## src/rtl/core/nuws_pkg.sv

```systemverilog
// ----------------------------------------------------------------------------
// nuws_pkg
// Shared constants and types for the nearest unvisited waypoint selector.
// ----------------------------------------------------------------------------
package nuws_pkg;

    localparam int TABLE_DEPTH_DEF = 64;
    localparam int COORD_WIDTH_DEF = 16;

    // configuration port
    localparam int               APB_AW             = 3;
    localparam logic [APB_AW-1:0] ADDR_ARRIVAL_RANGE = 3'd0;
    localparam logic [15:0]      ARRIVAL_RANGE_RST  = 16'd160;

    localparam logic [6:0] REM_MAX = 7'd127;

    typedef enum logic [1:0] {
        CMD_APPEND = 2'd0,
        CMD_UPDATE = 2'd1,
        CMD_CLEAR  = 2'd2
    } cmd_t;

    typedef enum logic [3:0] {
        ST_IDLE   = 4'b0001,
        ST_CHECK  = 4'b0010,
        ST_SCAN   = 4'b0100,
        ST_RESULT = 4'b1000
    } state_t;

endpackage

```

## src/rtl/core/nearest_unvisited_waypoint_selector_core.sv

```systemverilog
// ----------------------------------------------------------------------------
// nearest_unvisited_waypoint_selector_core
// Greedy nearest-neighbour waypoint selection over a loaded waypoint table.
// ----------------------------------------------------------------------------
// One item is processed at a time and each gives one result transaction.
// Append, clear and unused commands go from acceptance straight to the
// result state; a position update that does not reach the target makes one
// pass through the 3-stage distance pipe. An update that arrives walks every
// filled slot of the waypoint memory, one read a cycle through its single
// read port and then the distance pipe. The next item is taken while a
// result still waits on m_tready. Entries past the fill count are never
// read, so the table needs no clearing pass after reset or a clear command.
module nearest_unvisited_waypoint_selector_core #(
    parameter int TABLE_DEPTH = nuws_pkg::TABLE_DEPTH_DEF,
    parameter int COORD_WIDTH = nuws_pkg::COORD_WIDTH_DEF
) (
    input  logic                                       clk,
    input  logic                                       rst_n,
    // configuration
    input  logic                                       psel,
    input  logic                                       penable,
    input  logic                                       pwrite,
    input  logic [nuws_pkg::APB_AW-1:0]                paddr,
    input  logic [31:0]                                pwdata,
    output logic [31:0]                                prdata,
    output logic                                       pready,
    // input stream
    input  logic                                       s_tvalid,
    output logic                                       s_tready,
    // pos_x, pos_y, zero pad
    input  logic [((2*COORD_WIDTH+7)/8)*8-1:0]         s_tdata,
    // command
    input  logic [1:0]                                 s_tuser,
    // result stream
    output logic                                       m_tvalid,
    input  logic                                       m_tready,
    // target_x, target_y, arrived, done_res, remaining[6:0], status, zero pad
    output logic [((2*COORD_WIDTH+17)/8)*8-1:0]        m_tdata
);
    import nuws_pkg::*;

    localparam int CW    = COORD_WIDTH;
    localparam int IW    = $clog2(TABLE_DEPTH);
    localparam int CNTW  = $clog2(TABLE_DEPTH + 1);
    localparam int EW    = 2*CW + 1;
    localparam int DW    = (2*CW + 1 > 64) ? 64 : 2*CW + 1;
    localparam int SUMW  = (2*CW + 1 > 64) ? 2*CW + 1 : 64;
    localparam int CMPW  = (DW > 32) ? DW : 32;
    localparam int RCW   = (CNTW > 7) ? CNTW : 7;
    localparam int MDW   = ((2*CW + 17)/8)*8;

    // ------------------------------------------------------------------
    // Registers
    // ------------------------------------------------------------------
    state_t              state_reg, state_next;
    logic [15:0]         arrival_range_reg;
    logic [31:0]         range_sq_reg;
    logic [CW-1:0]       tgt_x_reg, tgt_y_reg;
    logic                finished_reg;
    logic [CNTW-1:0]     fill_reg;
    logic [CNTW-1:0]     count_reg;
    logic [CW-1:0]       pos_x_reg, pos_y_reg;
    logic                arrived_reg, status_reg;

    logic [CNTW-1:0]     scan_reg;
    logic                rd_vld_reg;
    logic [IW-1:0]       rd_idx_reg;
    logic [EW-1:0]       rd_data_reg;

    logic                p1_vld_reg, p2_vld_reg, p3_vld_reg;
    logic [CW-1:0]       p1_abs_x_reg, p1_abs_y_reg;
    logic [2*CW-1:0]     p2_sq_x_reg, p2_sq_y_reg;
    logic [DW-1:0]       p3_dist_reg;
    logic [CW-1:0]       p1_bx_reg, p1_by_reg, p2_bx_reg, p2_by_reg, p3_bx_reg, p3_by_reg;

    logic                best_found_reg;
    logic [DW-1:0]       best_dist_reg;
    logic [CW-1:0]       best_x_reg, best_y_reg;

    logic                m_tvalid_reg;
    logic [MDW-1:0]      m_tdata_reg;

    logic [EW-1:0]       mem [TABLE_DEPTH];

    // ------------------------------------------------------------------
    // Combinational
    // ------------------------------------------------------------------
    logic                accept;
    cmd_t                cmd;
    logic [CW-1:0]       in_x, in_y;
    logic                table_full;

    logic [CW-1:0]       rd_x, rd_y;
    logic                rd_live, rd_match;

    logic                op_vld;
    logic [CW-1:0]       op_ax, op_ay, op_bx, op_by;
    logic [CW:0]         diff_x, diff_y, neg_x, neg_y;
    logic [CW-1:0]       abs_x, abs_y;
    logic [2*CW-1:0]     sq_x, sq_y;
    logic [SUMW-1:0]     sum_e;
    logic [DW-1:0]       dist_c;
    logic                near;
    logic                better;

    logic                rd_en;
    logic [IW-1:0]       rd_addr;
    logic                wr_en;
    logic [IW-1:0]       wr_addr;
    logic [EW-1:0]       wr_data;
    logic                scan_end;
    logic                out_free;
    logic [RCW-1:0]      count_ext;
    logic [6:0]          rem;

    assign pready   = 1'b1;
    assign prdata   = (paddr == ADDR_ARRIVAL_RANGE) ? {16'd0, arrival_range_reg} : 32'd0;

    assign s_tready = (state_reg == ST_IDLE);
    assign accept   = s_tvalid && s_tready;
    assign cmd      = cmd_t'(s_tuser);
    assign in_x     = s_tdata[CW-1:0];
    assign in_y     = s_tdata[2*CW-1:CW];
    assign table_full = (fill_reg == CNTW'(TABLE_DEPTH));

    assign rd_x     = rd_data_reg[CW-1:0];
    assign rd_y     = rd_data_reg[2*CW-1:CW];
    assign rd_live  = rd_data_reg[2*CW];
    assign rd_match = rd_live && (rd_x == tgt_x_reg) && (rd_y == tgt_y_reg);

    // distance pipe operand select: arrival check from IDLE, candidates during scan
    always_comb
    begin
        if (state_reg == ST_IDLE)
        begin
            op_vld = accept && (cmd == CMD_UPDATE) && !finished_reg;
            op_ax  = in_x;
            op_ay  = in_y;
            op_bx  = tgt_x_reg;
            op_by  = tgt_y_reg;
        end
        else
        begin
            op_vld = (state_reg == ST_SCAN) && rd_vld_reg && rd_live && !rd_match;
            op_ax  = pos_x_reg;
            op_ay  = pos_y_reg;
            op_bx  = rd_x;
            op_by  = rd_y;
        end
    end

    assign diff_x = {op_ax[CW-1], op_ax} - {op_bx[CW-1], op_bx};
    assign diff_y = {op_ay[CW-1], op_ay} - {op_by[CW-1], op_by};
    assign neg_x  = (CW+1)'(0) - diff_x;
    assign neg_y  = (CW+1)'(0) - diff_y;
    // |a - b| never exceeds 2^CW - 1
    assign abs_x  = diff_x[CW] ? neg_x[CW-1:0] : diff_x[CW-1:0];
    assign abs_y  = diff_y[CW] ? neg_y[CW-1:0] : diff_y[CW-1:0];

    assign sq_x   = (2*CW)'(p1_abs_x_reg) * (2*CW)'(p1_abs_x_reg);
    assign sq_y   = (2*CW)'(p1_abs_y_reg) * (2*CW)'(p1_abs_y_reg);

    // sum saturates at 64 bits of ones
    assign sum_e  = SUMW'(p2_sq_x_reg) + SUMW'(p2_sq_y_reg);
    assign dist_c = (sum_e > SUMW'(64'hFFFF_FFFF_FFFF_FFFF)) ? {DW{1'b1}} : DW'(sum_e);

    assign near   = CMPW'(p3_dist_reg) < CMPW'(range_sq_reg);
    assign better = !best_found_reg || (p3_dist_reg < best_dist_reg);

    assign rd_en   = (state_reg == ST_SCAN) && (scan_reg < fill_reg);
    assign rd_addr = scan_reg[IW-1:0];

    always_comb
    begin
        if (state_reg == ST_IDLE)
        begin
            wr_en   = accept && (cmd == CMD_APPEND) && !table_full;
            wr_addr = fill_reg[IW-1:0];
            wr_data = {1'b1, in_y, in_x};
        end
        else
        begin
            wr_en   = (state_reg == ST_SCAN) && rd_vld_reg && rd_match;
            wr_addr = rd_idx_reg;
            wr_data = {1'b0, rd_y, rd_x};
        end
    end

    assign scan_end = (state_reg == ST_SCAN) && (scan_reg == fill_reg) && !rd_vld_reg
                      && !p1_vld_reg && !p2_vld_reg && !p3_vld_reg;
    assign out_free = !m_tvalid_reg || m_tready;

    assign count_ext = RCW'(count_reg);
    assign rem       = (count_ext > RCW'(REM_MAX)) ? REM_MAX : count_ext[6:0];

    assign m_tvalid = m_tvalid_reg;
    assign m_tdata  = m_tdata_reg;

    // ------------------------------------------------------------------
    // State sequencing
    // ------------------------------------------------------------------
    always_comb
    begin
        state_next = state_reg;
        case (state_reg)
            ST_IDLE:
            begin
                if (accept)
                begin
                    if ((cmd == CMD_UPDATE) && !finished_reg)
                        state_next = ST_CHECK;
                    else
                        state_next = ST_RESULT;
                end
            end
            ST_CHECK:
            begin
                if (p3_vld_reg)
                    state_next = near ? ST_SCAN : ST_RESULT;
            end
            ST_SCAN:
            begin
                if (scan_end)
                    state_next = ST_RESULT;
            end
            ST_RESULT:
            begin
                if (out_free)
                    state_next = ST_IDLE;
            end
            default:
                state_next = ST_IDLE;
        endcase
    end

    // ------------------------------------------------------------------
    // Waypoint memory: one write port, one registered read port
    // ------------------------------------------------------------------
    always_ff @(posedge clk)
    begin
        if (wr_en)
            mem[wr_addr] <= wr_data;
        if (rd_en)
            rd_data_reg <= mem[rd_addr];
    end

    // ------------------------------------------------------------------
    // Control state
    // ------------------------------------------------------------------
    always_ff @(posedge clk or negedge rst_n)
    begin
        if (!rst_n)
        begin
            state_reg         <= ST_IDLE;
            arrival_range_reg <= ARRIVAL_RANGE_RST;
            range_sq_reg      <= 32'(ARRIVAL_RANGE_RST) * 32'(ARRIVAL_RANGE_RST);
            tgt_x_reg         <= '0;
            tgt_y_reg         <= '0;
            finished_reg      <= 1'b0;
            fill_reg          <= '0;
            count_reg         <= '0;
            arrived_reg       <= 1'b0;
            status_reg        <= 1'b0;
            scan_reg          <= '0;
            rd_vld_reg        <= 1'b0;
            p1_vld_reg        <= 1'b0;
            p2_vld_reg        <= 1'b0;
            p3_vld_reg        <= 1'b0;
            best_found_reg    <= 1'b0;
            m_tvalid_reg      <= 1'b0;
        end
        else
        begin
            state_reg    <= state_next;
            range_sq_reg <= 32'(arrival_range_reg) * 32'(arrival_range_reg);
            if (psel && penable && pwrite && pready && (paddr == ADDR_ARRIVAL_RANGE))
                arrival_range_reg <= pwdata[15:0];

            rd_vld_reg <= rd_en;
            p1_vld_reg <= op_vld;
            p2_vld_reg <= p1_vld_reg;
            p3_vld_reg <= p2_vld_reg;

            if ((state_reg == ST_RESULT) && out_free)
                m_tvalid_reg <= 1'b1;
            else if (m_tready)
                m_tvalid_reg <= 1'b0;

            case (state_reg)
                ST_IDLE:
                begin
                    if (accept)
                    begin
                        arrived_reg <= 1'b0;
                        status_reg  <= (cmd == CMD_APPEND) && table_full;
                        case (cmd)
                            CMD_APPEND:
                            begin
                                if (!table_full)
                                begin
                                    fill_reg  <= fill_reg + CNTW'(1);
                                    count_reg <= count_reg + CNTW'(1);
                                end
                            end
                            CMD_CLEAR:
                            begin
                                fill_reg     <= '0;
                                count_reg    <= '0;
                                finished_reg <= 1'b0;
                                tgt_x_reg    <= '0;
                                tgt_y_reg    <= '0;
                            end
                            default:
                            begin
                            end
                        endcase
                    end
                end
                ST_CHECK:
                begin
                    if (p3_vld_reg && near)
                    begin
                        arrived_reg    <= 1'b1;
                        scan_reg       <= '0;
                        best_found_reg <= 1'b0;
                    end
                end
                ST_SCAN:
                begin
                    if (rd_en)
                        scan_reg <= scan_reg + CNTW'(1);
                    if (wr_en)
                        count_reg <= count_reg - CNTW'(1);
                    if (p3_vld_reg && better)
                        best_found_reg <= 1'b1;
                    if (scan_end)
                    begin
                        if (best_found_reg)
                        begin
                            tgt_x_reg <= best_x_reg;
                            tgt_y_reg <= best_y_reg;
                        end
                        else
                            finished_reg <= 1'b1;
                    end
                end
                default:
                begin
                end
            endcase
        end
    end

    // ------------------------------------------------------------------
    // Payload registers
    // ------------------------------------------------------------------
    always_ff @(posedge clk)
    begin
        if (accept)
        begin
            pos_x_reg <= in_x;
            pos_y_reg <= in_y;
        end

        rd_idx_reg   <= rd_addr;

        p1_abs_x_reg <= abs_x;
        p1_abs_y_reg <= abs_y;
        p1_bx_reg    <= op_bx;
        p1_by_reg    <= op_by;

        p2_sq_x_reg  <= sq_x;
        p2_sq_y_reg  <= sq_y;
        p2_bx_reg    <= p1_bx_reg;
        p2_by_reg    <= p1_by_reg;

        p3_dist_reg  <= dist_c;
        p3_bx_reg    <= p2_bx_reg;
        p3_by_reg    <= p2_by_reg;

        // strict compare keeps the lowest index on a tie
        if ((state_reg == ST_SCAN) && p3_vld_reg && better)
        begin
            best_dist_reg <= p3_dist_reg;
            best_x_reg    <= p3_bx_reg;
            best_y_reg    <= p3_by_reg;
        end

        if ((state_reg == ST_RESULT) && out_free)
            m_tdata_reg <= MDW'({status_reg, rem, finished_reg, arrived_reg,
                                 tgt_y_reg, tgt_x_reg});
    end

endmodule

```

## config.mk

```make
export PLATFORM = sky130hd
export DESIGN_NAME = nearest_unvisited_waypoint_selector_core
export DESIGN_NICKNAME = d
export VERILOG_FILES = /design/src/rtl/core/nuws_pkg.sv /design/src/rtl/core/nearest_unvisited_waypoint_selector_core.sv
export SDC_FILE = /design/constraint.sdc
export NUM_CORES = 2
export LEC_CHECK = 0
export BUFFER_PORTS_ARGS = -buffer_cell sky130_fd_sc_hd__clkbuf_2
export CORE_MARGIN = 4
export CORE_UTILIZATION = 50
export DETAILED_ROUTE_END_ITERATION = 16
export GPL_TIMING_DRIVEN = 0
export HOLD_SLACK_MARGIN = 0.05
export PLACE_DENSITY = 0.66
export SLEW_MARGIN = 25
export SYNTH_ARGS = -nofsm -noshare
export SYNTH_HDL_FRONTEND = slang
export SYNTH_SLANG_ARGS = --single-unit
```

## constraint.sdc

```tcl
create_clock -name clk -period 7.2 [get_ports clk]
set_input_delay 0.72 -clock clk [delete_from_list [all_inputs] [get_ports clk]]
set_output_delay 0.72 -clock clk [all_outputs]
set_load 0.005 [all_outputs]
```

==> flow_metrics.env <==
export IMPL_status="complete, no violations"
export IMPL_synth_distinct_cells=83
export IMPL_skew_ns=0.0972
export IMPL_wire_per_inst_um=29.1
export IMPL_min_period_ns=6.91
export IMPL_yosys_area_share_simple=0.0475
export IMPL_insertion_delay_ns=0.95
export IMPL_synth_fa_ha_area_frac=0.125
export IMPL_cts_buffers_inserted=286
export IMPL_rsz0062_at_grt="no"
export IMPL_fin_ws_ns=0.292
export IMPL_min_delay_start="s_tdata[22]"
export IMPL_max_freq_mhz=145
export IMPL_fillers=18200
export IMPL_antenna_found_initial=23
export IMPL_tns_ns=0
export IMPL_crit_fanout=10
export IMPL_period_share=0.959
export IMPL_synthFlopType="edfxtp_1"
export IMPL_wl_um=333000
export IMPL_reg2regPathDepth=21
export IMPL_syn_inst=7431
export IMPL_slew_viol_final=0
export IMPL_routabilityCongestion=0.903
export IMPL_synthArstFlopShare=0.0430
export IMPL_drtIter0Drc=8113
export IMPL_cts_path_max_buffers=4
export IMPL_hp_class="primary input to flop"
export IMPL_crit_required_ns=7.97
export IMPL_die_w_um=503
export IMPL_worstMarginPinSlew_ns=1.22
export IMPL_r2r_start="arrival_range_reg[5]"
export IMPL_cp_arrival_ns=7.68
export IMPL_port_buffers=119
export IMPL_drt_first_pass_iters=5
export IMPL_synth_area_mux_share=0.129
export IMPL_finalHoldViolCount=0
export IMPL_synth_compound_area_frac=0.0275
export IMPL_core_region_area_sq_um=244000
export IMPL_post_route_drc_count=0
export IMPL_vias=68000
export IMPL_syn_cell_area_sq_um=123000
export IMPL_clk_pin_slew_ns=0.06
export IMPL_worstSetupEndpoint="range_sq_reg[31]"
export IMPL_synthToLayoutAreaGrowth_pct=15.2
export IMPL_synth_xor_area_share=0.0152
export IMPL_synth_edff_count=2284
export IMPL_crit_path_end_kind="flop"
export IMPL_synth_top_family_by_area="multiplexers"
export IMPL_ys_seq_area_frac=0.620
export IMPL_layout_drive_gt1_share=0.201
export IMPL_cap_violations=0
export IMPL_crit_type="flop to flop"
export IMPL_slew_headroom=0.181
export IMPL_first_global_vias=69200
export IMPL_register_area_sq_um=76000
export IMPL_avgViaCountPerCell=5.93
export IMPL_start_util=0.503
export IMPL_multi_input_area_sq_um=43000
export IMPL_ys_seq_elements=2626
export IMPL_io_pins=159
export IMPL_clock_sink_count=2626
export IMPL_die_y_um=503
export IMPL_start_kind="flop"
export IMPL_startpoint="arrival_range_reg[5]"
export IMPL_rrSetupSlack_ns=0.29
export IMPL_die_area_sq_um=253000
export IMPL_place_ws_ns=-0.640
export IMPL_synth_warning_count=0
export IMPL_cts_tree="done"
export IMPL_drtAntennaViolNets=0
export IMPL_grt_use_total=0.267
export IMPL_nets=9045
export IMPL_r2r_end="range_sq_reg[31]"
export IMPL_grt_max_degree=73
export IMPL_ctsRootBufferMaster="clkbuf_16"
export IMPL_place_hpwl_um=243000
export IMPL_cts_htree_levels=5
export IMPL_grt_pass1_wl_um=485000
export IMPL_holdWs_ns=0.101
export IMPL_rows=181
export IMPL_grt_overflow=0
export IMPL_largest_register_ffs=2112
export IMPL_syn_area_per_cell_sq_um=16.5
export IMPL_setup_viol=0
worst max-delay path, cell delays in order, from the launching register on:
cell and delay [ns]:
dfstp_4 0.73, clkbuf_4 0.30, nand2_1 0.11, fa_1 0.53, fa_1 0.50, inv_1 0.05
fa_1 0.48, fa_1 0.51, fa_1 0.50, inv_1 0.05, fa_1 0.48, inv_1 0.05
ha_1 0.34, nand3_1 0.13, or2_2 0.33, a2111o_1 0.31, a31o_2 0.29, a21oi_1 0.21
and4b_1 0.26, o31ai_1 0.34, a21oi_1 0.14, xnor2_1 0.13
placed cells by master (no fill, tap or decap), types with 43 or more instances in the layout:
cell / count
nor2_4: 64
edfxtp_1: 2284
nor2_1: 174
o21ai_0: 107
dfxtp_1: 222
xnor2_1: 151
a21o_1: 73
clkinv_2: 43
and2_1: 173
mux4_2: 693
xor2_1: 61
buf_16: 120
inv_1: 888
clkbuf_2: 187
clkinv_1: 44
a21oi_1: 130
fa_1: 489
nand2_1: 545
nor3_1: 43
clkbuf_1: 194
ha_1: 439
clkbuf_16: 297
dfrtp_1: 102
synthesized netlist by cell type (16+ instances only):
master    instances  share of area
xnor2_1         151          0.011
o21ai_0         107         0.0044
nand2b_1         31         0.0016
a31oi_1          16        0.00082
nand2_1         577          0.018
buf_4            23         0.0014
nand3_1          41         0.0017
and2_1          173         0.0088
inv_1           889          0.027
dfxtp_1         229          0.037
a21oi_1         130         0.0053
clkbuf_1        193         0.0059
dfrtp_1         107          0.022
a21o_1           73         0.0045
ha_1            439          0.045
nand4_1          28         0.0014
xor2_1           62         0.0044
buf_1            72         0.0022
edfxtp_1       2284           0.56
o21a_1           27         0.0017
nor3_1           44         0.0018
or3_1            18        0.00092
nor2_1          238         0.0073
o31ai_1          21         0.0013
fa_1            489          0.080
mux4_2          693           0.13
nor2b_1          38         0.0019
repair_timing:
item                                    CTS  global route
gates resized for setup                  22            65
pin swaps                                 0             1
endpoints found under the setup margin   14            18
buffers inserted                          0             0
hold buffers                             22             0
endpoints found under the hold margin    62             0
routing by layer:
layer  vias to the layer above  track usage  share of wire  wire, um
li1                      28600            -              -         -
met2                      3287        0.431           0.48    160000
met3                       734       0.0468          0.085     28400
met1                     35400        0.357           0.38    126000
met4                         4        0.125          0.055     18500
met5                         -            0       0.000072        24
cells by family after synthesis:
kind of cell / Yosys count
compound gates: 513
buf+inv: 1179
xor+xnor: 213
simple gates: 1260
other cells: 2
mux: 710
flops: 2626
fa+ha+maj: 928
cell type report:
type,instances,area share
Timing Repair Buffer,307,0.0349
Tap cell,3202,0.0284
Clock inverter,112,0.00577
Inverter,890,0.0236
Sequential cell,2626,0.538
Buffer,283,0.00907
Clock buffer,375,0.0553
Multi-Input combinational cell,3647,0.304
Antenna cell,12,0.000213
metrics by stage:
step | instances | utilization | instance area (sq um)
floorplan | 7452 | - | 123000
global placement | 10800 | 0.523 | 127000
detailed placement | 10900 | 0.543 | 132000
CTS | 11400 | 0.579 | 141000
global route | 11400 | 0.580 | 141000
finish | 11500 | 0.580 | 141000
worst min path at each step:
stage          depth (start not counted)               endpoint  slack (ns)
3_3_place_gp                           0           p3_by_reg[2]        0.31
6_report                               1           pos_y_reg[6]        0.10
4_1_cts                                3  arrival_range_reg[13]        0.05
3_5_place_dp                           0           p2_bx_reg[6]        0.31
5_1_grt                                1           pos_y_reg[6]        0.07
2_1_floorplan                          0           p2_bx_reg[0]        0.31
Power is not shown: default switching activity piles up to over one toggle a cycle in this logic, so the estimate is an artifact.
